**src/omd_pkg.sv**
```systemverilog
// Package with constants, types and helpers of the odometry motion decomposition block.
package omd_pkg;
	localparam int CordicSteps = 16;
	localparam logic signed [20:0] PiQ = 21'sd205887;
	localparam logic signed [20:0] TwoPiQ = 21'sd411775;
	localparam logic signed [20:0] HalfPiQ = 21'sd102944;
	localparam logic [31:0] TransMax = 32'h7fff_ffff;
	localparam logic [15:0] GainReset = 16'd655;
	localparam logic [0:0] RegTurn = 1'b0;
	localparam logic [0:0] RegTravel = 1'b1;
	localparam logic [1:0] RootMag = 2'd0;
	localparam logic [1:0] RootTurn1 = 2'd1;
	localparam logic [1:0] RootTravel = 2'd2;
	localparam logic [1:0] RootTurn2 = 2'd3;
	localparam int InW = 152;
	localparam int OutW = 208;

	typedef struct packed {
		logic start;
		logic cordic_step;
		logic root_step;
		logic [1:0] root_sel;
		logic root_load;
	} cmd_t;

	typedef struct packed {
		logic cordic_done;
		logic root_done;
	} sts_t;

	function automatic logic signed [20:0] atan_entry(input logic [4:0] i);
		logic signed [20:0] r;
		case (i)
			5'd0: r = 21'sd51472;
			5'd1: r = 21'sd30386;
			5'd2: r = 21'sd16055;
			5'd3: r = 21'sd8150;
			5'd4: r = 21'sd4091;
			5'd5: r = 21'sd2047;
			5'd6: r = 21'sd1024;
			5'd7: r = 21'sd512;
			5'd8: r = 21'sd256;
			5'd9: r = 21'sd128;
			5'd10: r = 21'sd64;
			5'd11: r = 21'sd32;
			5'd12: r = 21'sd16;
			5'd13: r = 21'sd8;
			5'd14: r = 21'sd4;
			5'd15: r = 21'sd2;
			5'd16: r = 21'sd1;
			default: r = 21'sd0;
		endcase
		return r;
	endfunction

	// Reduces an angle within pi plus three full turns of zero into [-pi, pi].
	function automatic logic signed [20:0] wrap(input logic signed [22:0] a);
		logic signed [22:0] m;
		m = a;
		if (m > 23'(PiQ)) m = m - 23'(TwoPiQ);
		if (m > 23'(PiQ)) m = m - 23'(TwoPiQ);
		if (m > 23'(PiQ)) m = m - 23'(TwoPiQ);
		if (m < -23'(PiQ)) m = m + 23'(TwoPiQ);
		if (m < -23'(PiQ)) m = m + 23'(TwoPiQ);
		if (m < -23'(PiQ)) m = m + 23'(TwoPiQ);
		return m[20:0];
	endfunction
endpackage

```
**src/omd_ctrl.sv**
```systemverilog
// Controller state machine that sequences the CORDIC and the square-root passes.
module omd_ctrl (
	input  logic             clk,
	input  logic             arst_n,
	input  logic             in_fire,
	input  logic             out_fire,
	input  omd_pkg::sts_t    sts,
	output omd_pkg::cmd_t    cmd,
	output logic             busy,
	output logic             out_valid
);
	localparam logic [2:0] StIdle = 3'd0;
	localparam logic [2:0] StCordic = 3'd1;
	localparam logic [2:0] StRootLoad = 3'd2;
	localparam logic [2:0] StRoot = 3'd3;
	localparam logic [2:0] StOut = 3'd4;

	logic [2:0] state_q;
	logic [1:0] sel_q;

	always_ff @(posedge clk or negedge arst_n) begin
		if (!arst_n) begin
			state_q <= StIdle;
			sel_q <= omd_pkg::RootMag;
		end else begin
			unique case (state_q)
				StIdle: if (in_fire) state_q <= StCordic;
				StCordic: if (sts.cordic_done) begin
					state_q <= StRootLoad;
					sel_q <= omd_pkg::RootMag;
				end
				StRootLoad: state_q <= StRoot;
				StRoot: if (sts.root_done) begin
					if (sel_q == omd_pkg::RootTurn2) state_q <= StOut;
					else begin
						sel_q <= sel_q + 2'd1;
						state_q <= StRootLoad;
					end
				end
				StOut: if (out_fire) state_q <= StIdle;
				default: state_q <= StIdle;
			endcase
		end
	end

	always_comb begin
		cmd.start = in_fire;
		cmd.cordic_step = (state_q == StCordic);
		cmd.root_load = (state_q == StRootLoad);
		cmd.root_step = (state_q == StRoot);
		cmd.root_sel = sel_q;
	end
	assign busy = (state_q != StIdle);
	assign out_valid = (state_q == StOut);
endmodule

```
**config.mk**
```make
export PLATFORM = sky130hd
export DESIGN_NAME = omd_ctrl
export DESIGN_NICKNAME = d
export VERILOG_FILES = /design/src/omd_pkg.sv /design/src/omd_ctrl.sv
export SDC_FILE = /design/constraint.sdc
export NUM_CORES = 1
export LEC_CHECK = 0
export BUFFER_PORTS_ARGS = -buffer_cell sky130_fd_sc_hd__buf_2
export CAP_MARGIN = 10
export CORE_AREA = 5 5 42 44
export DETAILED_ROUTE_END_ITERATION = 16
export DIE_AREA = 0 0 47 49
export HOLD_SLACK_MARGIN = 0.1
export MAX_ROUTING_LAYER = met4
export PLACE_DENSITY = 0.45
export SETUP_SLACK_MARGIN = 0.1
export SLEW_MARGIN = 10
export SYNTH_ARGS = -nofsm -noshare
export SYNTH_HDL_FRONTEND = slang
export SYNTH_SLANG_ARGS = --single-unit
```
**constraint.sdc**
```tcl
create_clock -name clk -period 2.4 [get_ports clk]
set_input_delay 0.48 -clock clk [delete_from_list [all_inputs] [get_ports clk]]
set_output_delay 0.48 -clock clk [all_outputs]
set_load 0.02 [all_outputs]
```
==> results of run 1 <==
[through the flow]
step           std cells  cell area [µm²]  worst slack [ps]  power [W]
6_report              65              434               539   0.000536
3_3_place_gp          60              398               791   0.000449
5_1_grt               65              434               476   0.000582
4_1_cts               65              434               522   0.000545
3_5_place_dp          60              398               785   0.000445
2_1_floorplan         34              343               814   0.000395
[power breakdown]
part           total [W]  internal, W  switching [W]
clock          0.0000933    0.0000626      0.0000307
combinational   0.000269     0.000125       0.000144
sequential      0.000173     0.000116      0.0000567
[cell families after synthesis]
kind of cell,Yosys count,synth area share
and+or+nand+nor,16,0.314
AOI/OAI and AO/OA,6,0.124
DFF,5,0.365
buffers and inverters,4,0.0985
muxes,2,0.0620
adders and majority gates,1,0.0365
[registers in the layout, summed over array words and instances (netlist names)]
| register | cells |
|---|---|
| sel_q | 2 |
| state_q | 3 |
[worst max-delay path by stage]
stage,startpoint,end
final,state_q[1],busy
after global routing,state_q[1],busy
after CTS,state_q[1],busy
after detailed placement,state_q[1],busy
after global placement,state_q[1],busy
after floorplan,state_q[1],out_valid
[area by class of cell]
class | count | area share
multi-input cells | 25 | 0.424
flip-flops and latches | 5 | 0.288
repair buffers | 14 | 0.173
clock buffers | 4 | 0.0605
well taps | 16 | 0.0461
inverters | 1 | 0.00865
[critical path, delay by kind of cell, from the launching register on]
| family | cells | cell delay [ps] |
|---|---|---|
| flip-flops | 1 | 500 |
| buffers and inverters | 1 | 170 |
| AND/OR/NAND/NOR | 1 | 480 |
[metal layers]
| layer | routed length [µm] | share of wire |
|---|---|---|
| met1 | 310 | 0.43 |
| met2 | 346 | 0.49 |
| met3 | 55 | 0.077 |
| met4 | 0 | 0 |
| met5 | 0 | 0 |
[placed cells by master (no fill, tap or decap)]
| cell type | n |
|---|---|
| and2_4 | 1 |
| inv_1 | 1 |
| nand2_1 | 2 |
| or3_2 | 1 |
| nor2_1 | 1 |
| ha_1 | 1 |
| mux2i_1 | 1 |
| nand3_1 | 2 |
| nor3b_1 | 3 |
| dfrtp_1 | 5 |
| nor3_1 | 1 |
| nand2b_2 | 1 |
| dlygate4sd3_1 | 1 |
| nor2b_4 | 1 |
| buf_2 | 13 |
| a211oi_1 | 1 |
| clkbuf_1 | 1 |
| o31ai_1 | 2 |
| o21ai_1 | 1 |
| nand4_1 | 1 |
| nand3b_1 | 1 |
| mux2_2 | 1 |
| clkbuf_4 | 3 |
| and2_1 | 1 |
| a21oi_1 | 1 |
| a32o_1 | 1 |
==> out/qor.csv, run 1 <==
stage,metric,value,unit
finish,final_core_util,0.310,
synthesis,synth_top_area_share,0.365,
synthesis,yosysTopAreaCell,dfrtp_1,
route,ant_nets,0,
synthesis,yosys-top-cells-area,"dfrtp_1 36%, buf_6 6.6%, nor3b_1 6.6%",
pwr,powerDensity,1230,nW/µm²
timing,maxSlewHeadroom,0.765,
global_route,antenna_found_initial,0,
global_route,grt_pass1_wl,1150,µm
finish,seqCellArea,125,µm²
synthesis,seq_area_frac_synth,0.365,
setup_path,ff2ff_setup_slack,1080,ps
timing,worst_pin_slew,352,ps
timing,drv_slew,0,
place,port-buffer-count,13,
synthesis,synthCells,34,
route,viasPerCell,4.42,
floorplan,core_area,1400,µm²
floorplan,initial_core_util,0.245,
route,vias,287,
global_route,grt-busiest-layer,met2,
clock_tree,clock_sinks,5,
clock_tree,hold_buffers,1,
synthesis,synth_seq_cells,5,
timing,setup_viol,0,
clock_tree,cts_buffer_depth,2,
synthesis,synthArstFlopShare,1.00,
route,routed_wl,713,µm
clock_tree,postCtsResizedCells,0,
clock_tree,cts_buffers,3,
timing,max_freq,537,MHz
route,drc,0,
pwr,p_leak,0.216,nW
timing,whs,549,ps
synthesis,ys.warnings.count,0,
floorplan,io_pins,14,
floorplan,num_rows,14,
finish,antenna_cells,0,
finish,nNetsFinal,57,
global_route,grt-ovfl-total,0,
setup_path,path_max_fanout,13,
finish,drive_above_1_share,0.429,
floorplan,die_h,49,µm
clock_tree,cts_tree,done,
global_route,grt_use_met1,0.0871,
synthesis,synthesis.area,343,µm²
flow_run,maxCapViolations,0,
synthesis,synth_flop_cell,dfrtp_1,
setup_path,cpMaxStageDelayCell,dfrtp_1,
place,gp_congestion,0.656,
clock_tree,path_clk_slew,40,ps
setup_path,reg2reg_to,sel_q[0],
global_route,grt_pass1_vias,275,
global_route,grt_util_all_layers,0.0726,
timing,setup_tns,0,ps
global_route,use_met2,0.0973,
finish,multi_input_area,184,µm²
route,drt_iter0_markers,7,
clock_tree,root_buffer,clkbuf_4,
clock_tree,postCtsSetupRepairBufs,0,
timing,rsz0062_at_grt,no,
setup_path,critPathRequiredTime,1920,ps
global_route,grt_max_degree,14,
floorplan,die_x,47,µm
synthesis,synth.most_common_cell,dfrtp_1,
min_path,hold_path_class,in2reg,
timing,fin_worst_skew,3.31,ps
setup_path,r2r_cells,4,
setup_path,cp.arrival,1380,ps
clock_tree,cts-htree-levels,1,
synthesis,synth_edf_count,0,
outcome,status,"complete, no violations",
place,hpwlAfterDp,590,µm
setup_path,endpoint_kind,primary output,
floorplan,die_area,2300,µm²
timing,post-route-min-period,1860,ps
timing,period_share,0.776,
min_path,hold_depth,3,
clock_tree,clock_latency,230,ps
setup_path,worstSetupPathType,reg2out,
setup_path,startpoint_type,register,
synthesis,syn_avg_cell_area,10.1,µm²
finish,fill_cells,164,
min_path,min_to,state_q[1],
synthesis,synth.distinct_cells,24,
pwr,ir_drop,269,µV
setup_path,critPathMaxStageDelay,500,ps
timing,finalHoldViolCount,0,
route,dr.pass1.iters,2,
synthesis,netlist_top_cells_count,"5 x dfrtp_1, 3 x nor3b_1",
synthesis,synth_nets,41,
min_path,hp-start,sts[1],
setup_path,crit_chain,"or3_2, buf_2",
finish,area_delta_synth_final,26.6,%
setup_path,timing.rr.start,sel_q[0],
route,avgRoutedWirePerCell,11.0,µm
global_route,use_met3,0.0332,
Note: power is estimated with default switching activity, not from simulation.
==> run 2, diff against run 1 <==
==> constraint.sdc (replaced) <==
create_clock -name clk -period 1.91 [get_ports clk]
set_input_delay 0.382 -clock clk [delete_from_list [all_inputs] [get_ports clk]]
set_output_delay 0.382 -clock clk [all_outputs]
set_load 0.02 [all_outputs]
==> run 2 against run 1 <==
  * Die area unchanged
  * First-iteration DRC count unchanged
  * Clock power increased by 25%
  * Core utilization increased by 0.089 points
  * Critical endpoint unchanged
  * Largest cell class unchanged
==> out/qor.csv, run 2 (synthesis gave the netlist of run 1 again) <==
stage,metric,value,unit
clock_tree,postCtsSetupRepairBufs,0,
setup_path,cp.arrival,1350,ps
setup_path,path_max_fanout,9,
clock_tree,cts_buffers,3,
route,viasPerCell,4.42,
timing,drv_slew,0,
pwr,powerDensity,1550,nW/µm²
min_path,hold_depth,3,
timing,setup_viol,0,
timing,finalHoldViolCount,0,
clock_tree,cts-htree-levels,1,
clock_tree,path_clk_slew,40,ps
setup_path,cpMaxStageDelayCell,or3_2,
setup_path,worstSetupPathType,reg2out,
finish,reg.largest.list,"state_q x3, sel_q x2",
timing,rsz0062_at_grt,no,
global_route,grt_max_degree,14,
finish,final_cell_mix,"13 x buf_2, 4 x dfrtp_1, 3 x nor3b_1, 3 x clkbuf_4",
setup_path,critPathMaxStageDelay,490,ps
route,drt_iter0_markers,7,
place,hpwlAfterDp,590,µm
route,routed_wl,713,µm
route,vias,287,
clock_tree,cts_tree,done,
floorplan,core_area,1400,µm²
finish,antenna_cells,0,
timing,maxSlewHeadroom,0.827,
finish,mostFrequentLayoutCell,buf_2,
finish,regMostFlops,state_q,
global_route,grt_pass1_wl,1150,µm
floorplan,io_pins,14,
global_route,grt_pass1_vias,275,
route,dr.pass1.iters,2,
outcome,status,"complete, no violations",
place,dp.cells,60,
finish,nNetsFinal,57,
floorplan,die_area,2300,µm²
flow_run,maxCapViolations,0,
clock_tree,clock_latency,230,ps
clock_tree,clock_sinks,5,
finish,finalNonFillerCells,65,
place,gp_congestion,0.656,
pwr,p_leak,0.215,nW
route,drc,0,
clock_tree,root_buffer,clkbuf_4,
route,avgRoutedWirePerCell,11.0,µm
finish,drive_above_1_share,0.449,
setup_path,critPathRequiredTime,1530,ps
timing,post-route-min-period,1730,ps
pwr,ir_drop,338,µV
setup_path,r2r_cells,4,
timing,max_freq,579,MHz
setup_path,endpoint_kind,primary output,
timing,fin_worst_skew,3.31,ps
finish,area_delta_synth_final,27.0,%
min_path,hold_path_class,in2reg,
floorplan,die_x,47,µm
global_route,antenna_found_initial,0,
floorplan,die_h,49,µm
timing,period_share,0.905,
floorplan,initial_core_util,0.245,
floorplan,num_rows,14,
global_route,grt_util_all_layers,0.0726,
timing,worst_pin_slew,259,ps
setup_path,startpoint_type,register,
clock_tree,cts_buffer_depth,2,
timing,setup_tns,0,ps
finish,largest_reg_flops,3,
place,port-buffer-count,13,
route,ant_nets,0,
setup_path,crit_chain,"or3_2, buf_2",
global_route,grt-ovfl-total,0,
==> run 2: final cells by class <==
cell class,instances,area (µm²)
well taps,16,20.0
flip-flops and latches,5,126
multi-input cells,25,184
clock buffers,4,26.3
fillers,163,966
repair buffers,14,75.1
inverters,1,3.75
==> run 2: worst paths after layout <==
kind | from | endpoint | slack [ps]
setup / recovery | state_q[0] | busy | 180
hold / removal | sts[1] | state_q[1] | 450
setup reg to reg | sel_q[0] | sel_q[0] | 590
hold reg to reg | sel_q[1] | sel_q[1] | 560
max in group asynchronous | arst_n | state_q[1] | 1290
min in group asynchronous | arst_n | sel_q[0] | 480
==> run 2: where the power goes <==
| part | internal (W) | switching [W] | total (W) | leakage (nW) |
|---|---|---|---|---|
| logic | 0.000157 | 0.000181 | 0.000338 | 0.140 |
| registers | 0.000148 | 0.0000712 | 0.000219 | 0.0600 |
| clock network | 0.0000787 | 0.0000385 | 0.000117 | 0.0150 |
| total | 0.000384 | 0.000291 | 0.000675 | 0.215 |
==> run 2: per-stage QoR <==
step | hold WS [ps] | instance area [µm²] | setup slack (ps) | utilization | total power, W
after floorplan | 86.4 | 343 | 422 | - | 0.000496
after global placement | 201 | 398 | 399 | 0.284 | 0.000564
after detailed placement | 201 | 398 | 393 | 0.284 | 0.000560
after CTS | 444 | 434 | 130 | 0.310 | 0.000685
after global routing | 450 | 435 | 126 | 0.311 | 0.000734
final | 447 | 435 | 182 | 0.311 | 0.000675
==> run 2: critical path, delay by kind of cell, from the launching register on <==
family | cells | cell delay [ps]
and+or+nand+nor | 1 | 490
DFF | 1 | 460
buffers and inverters | 1 | 170
==> run 2: timing repair <==
action / 4_1_cts / 5_1_grt
hold endpoints to repair: 5 / 0
endpoints found under the setup margin: 0 / 1
hold buffers: 1 / 0
gates resized for setup: 0 / 1
==> run 2: routing by layer <==
layer,wire (µm),GRT usage,part of all wire
met1,310,0.0871,0.43
met2,346,0.0973,0.49
met3,55,0.0332,0.077
met4,0,0.0415,0
met5,0,-,0
==> run 3, diff against run 2 <==
--- a/config.mk
+++ b/config.mk
@@ -5,6 +5,7 @@
 export SDC_FILE = /design/constraint.sdc
 export NUM_CORES = 1
 export LEC_CHECK = 0
+export ABC_AREA = 1
 export BUFFER_PORTS_ARGS = -buffer_cell sky130_fd_sc_hd__buf_2
 export CAP_MARGIN = 10
 export CORE_AREA = 5 5 42 44
@@ -12,7 +13,7 @@
 export DIE_AREA = 0 0 47 49
 export HOLD_SLACK_MARGIN = 0.1
 export MAX_ROUTING_LAYER = met4
-export PLACE_DENSITY = 0.45
+export PLACE_DENSITY = 0.49
 export SETUP_SLACK_MARGIN = 0.1
 export SLEW_MARGIN = 10
 export SYNTH_ARGS = -nofsm -noshare
==> run 3 against run 2 <==
  * First-iteration DRC count increased by 14%
  * Worst hold slack worse by 21 ps
  * Combinational power grew 23%
  * Power grew 11%
  * Clock power hardly changed
  * Synthesized cell count rose by 68%
  * Synthesized area grew 15%
  * Wire length up 18%
  * Non-clock buffer count unchanged
  * Clock skew down 2.5 ps
  * Design area grew 11%
  * Largest power group unchanged
  * Sequential power fell by 2%
==> out/qor.csv, run 3 <==
stage,metric,value,unit
outcome,status,"complete, no violations",
synthesis,yosys-mux-area-fraction,0,
synthesis,synth_flop_cell,dfrtp_1,
route,drt_iter0_markers,8,
synthesis,ys.warnings.count,0,
clock_tree,cts_buffers,3,
route,dr.pass1.iters,2,
setup_path,startpoint_type,register,
setup_path,critPathRequiredTime,1530,ps
synthesis,syn_avg_cell_area,6.89,µm²
synthesis,synth_seq_cells,5,
setup_path,worstSetupPathType,reg2out,
floorplan,initial_core_util,0.280,
finish,regMostFlops,state_q,
synthesis,netlist_top_cells_count,"15 x nand2_1, 10 x inv_1, 8 x nand3_1",
timing,max_freq,635,MHz
synthesis,synth.most_common_cell,nand2_1,
setup_path,critPathMaxStageDelay,520,ps
clock_tree,clock_sinks,5,
route,ant_nets,0,
timing,setup_tns,0,ps
timing,maxSlewHeadroom,0.788,
floorplan,io_pins,14,
timing,period_share,0.824,
synthesis,synth_top_family_by_area,simple AND/OR/NAND/NOR gates,
setup_path,endpoint_kind,primary output,
global_route,grt_pass1_vias,368,
synthesis,synth.distinct_cells,14,
finish,fill_cells,170,
floorplan,die_x,47,µm
timing,setup_viol,0,
finish,drive_above_1_share,0.319,
synthesis,synth-simple-area-share,0.455,
synthesis,synth-compound-area-share,0.0127,
place,hpwlAfterDp,694,µm
clock_tree,clock_latency,240,ps
synthesis,synth-xor-area-share,0,
setup_path,critPathTopFamily,flip-flops,
synthesis,synthArstFlopShare,1.00,
timing,fin_worst_skew,0.804,ps
finish,final_area,484,µm²
synthesis,synth_nets,64,
route,vias,369,
floorplan,die_area,2300,µm²
global_route,grt_util_all_layers,0.0957,
finish,mostFrequentLayoutCell,nand2_1,
synthesis,synth_adder_area_share,0.0318,
setup_path,cpMaxStageDelayCell,dfrtp_1,
finish,largest_reg_flops,3,
clock_tree,cts-htree-levels,1,
flow_run,maxCapViolations,0,
timing,post-route-min-period,1570,ps
finish,nNetsFinal,80,
synthesis,synthesis.area,393,µm²
place,port-buffer-count,13,
global_route,grt-ovfl-total,0,
synthesis,synth_edf_count,0,
timing,worst_pin_slew,318,ps
finish,antenna_cells,0,
place,placed_cell_area,448,µm²
pwr,powerDensity,1550,nW/µm²
place,gp_congestion,0.733,
timing,finalHoldViolCount,0,
setup_path,crit_chain,"nand2_1, nor2_1, buf_2",
synthesis,synth_top_area_share,0.318,
clock_tree,path_clk_slew,40,ps
synthesis,yosys-top-cells-area,"dfrtp_1 32%, nand2_1 14%, nand3_1 10%",
timing,rsz0062_at_grt,no,
floorplan,core_area,1400,µm²
finish,area_delta_synth_final,23.2,%
clock_tree,cts_buffer_depth,2,
synthesis,seq_area_frac_synth,0.318,
clock_tree,root_buffer,clkbuf_4,
finish,reg.largest.list,"state_q x3, sel_q x2",
clock_tree,postCtsResizedCells,0,
min_path,hold_path_class,in2reg,
synthesis,yosysTopAreaCell,dfrtp_1,
floorplan,num_rows,14,
setup_path,cp.arrival,1190,ps
timing,whs,426,ps
timing,drv_slew,0,
route,drc,0,
global_route,antenna_found_initial,0,
pwr,ir_drop,500,µV
synthesis,synthCells,57,
route,routed_wl,844,µm
route,avgRoutedWirePerCell,9.59,µm
clock_tree,postCtsSetupRepairBufs,0,
clock_tree,cts_tree,done,
pwr,p_leak,0.298,nW
finish,final_cell_mix,"15 x nand2_1, 13 x buf_2, 10 x inv_1, 8 x nand3_1, 6 x nor2_1",
route,viasPerCell,4.19,
setup_path,path_max_fanout,8,
global_route,grt_max_degree,9,
floorplan,die_h,49,µm
global_route,grt_pass1_wl,1560,µm
setup_path,critPathBufInv,1,
==> run 3: cell count changes in the layout (fill, tap and decap cells not counted), sizes merged, moves of 2 or more <==
cell   change
inv       +10
nand3      +8
and2       -2
nand2     +13
o31ai      -2
nor3b      -3
nor2       +9
==> run 3: what timing repair did <==
| action | 4_1_cts | 5_1_grt |
|---|---|---|
| endpoints found under the hold margin | 5 | 0 |
| hold buffers | 1 | 0 |
| endpoints found under the setup margin | 0 | 0 |
==> run 3: tightest hold or removal path: stages <==
cell	delay, ps
buf_2	70
inv_1	30
nand3_1	80
nand2_1	60
==> run 3: layer usage <==
layer	global-route usage	up-vias	wire length, µm
met5	-	-	0
met4	0.0276	0	0
met3	0.0590	0	37
met2	0.127	7	415
met1	0.120	160	391
li1	-	202	-
==> run 3: final timing paths <==
path                            start         end  slack (ps)  cells past startpoint
max                        state_q[0]      cmd[3]         340                      3
min                          out_fire  state_q[2]         430                      4
max reg2reg                  sel_q[0]    sel_q[0]         680                      7
min reg2reg                  sel_q[1]    sel_q[1]         510                      2
max in group asynchronous      arst_n    sel_q[1]        1290                      2
min in group asynchronous      arst_n  state_q[0]         490                      2
==> run 3: stage by stage <==
stage,total power (W),util,worst slack [ps],std cells
2_1_floorplan,0.000562,-,534,57
3_3_place_gp,0.000641,0.320,572,83
3_5_place_dp,0.000635,0.320,590,83
4_1_cts,0.000765,0.346,315,88
5_1_grt,0.000837,0.346,211,88
6_report,0.000750,0.346,335,88
==> run 3: power breakdown <==
| group | switching, W | internal (W) | total [W] |
|---|---|---|---|
| Combinational | 0.000267 | 0.000149 | 0.000416 |
| Clock | 0.0000414 | 0.0000789 | 0.000120 |
| Sequential | 0.0000708 | 0.000143 | 0.000214 |
==> run 3: kinds of logic after synthesis <==
kind of cell             Yosys count
AO/OA/AOI/OAI                      1
adder cells (fa/ha/maj)            1
buffers and inverters             14
flip-flops                         5
AND/OR/NAND/NOR                   36
==> run 3: layout make-up <==
class | instances | area [µm²] | area share
Tap cell | 16 | 20.0 | 0.0413
Inverter | 11 | 41.3 | 0.0853
Sequential cell | 5 | 125 | 0.258
Clock buffer | 4 | 26.3 | 0.0543
Multi-Input combinational cell | 38 | 196 | 0.406
Timing Repair Buffer | 14 | 75.1 | 0.155
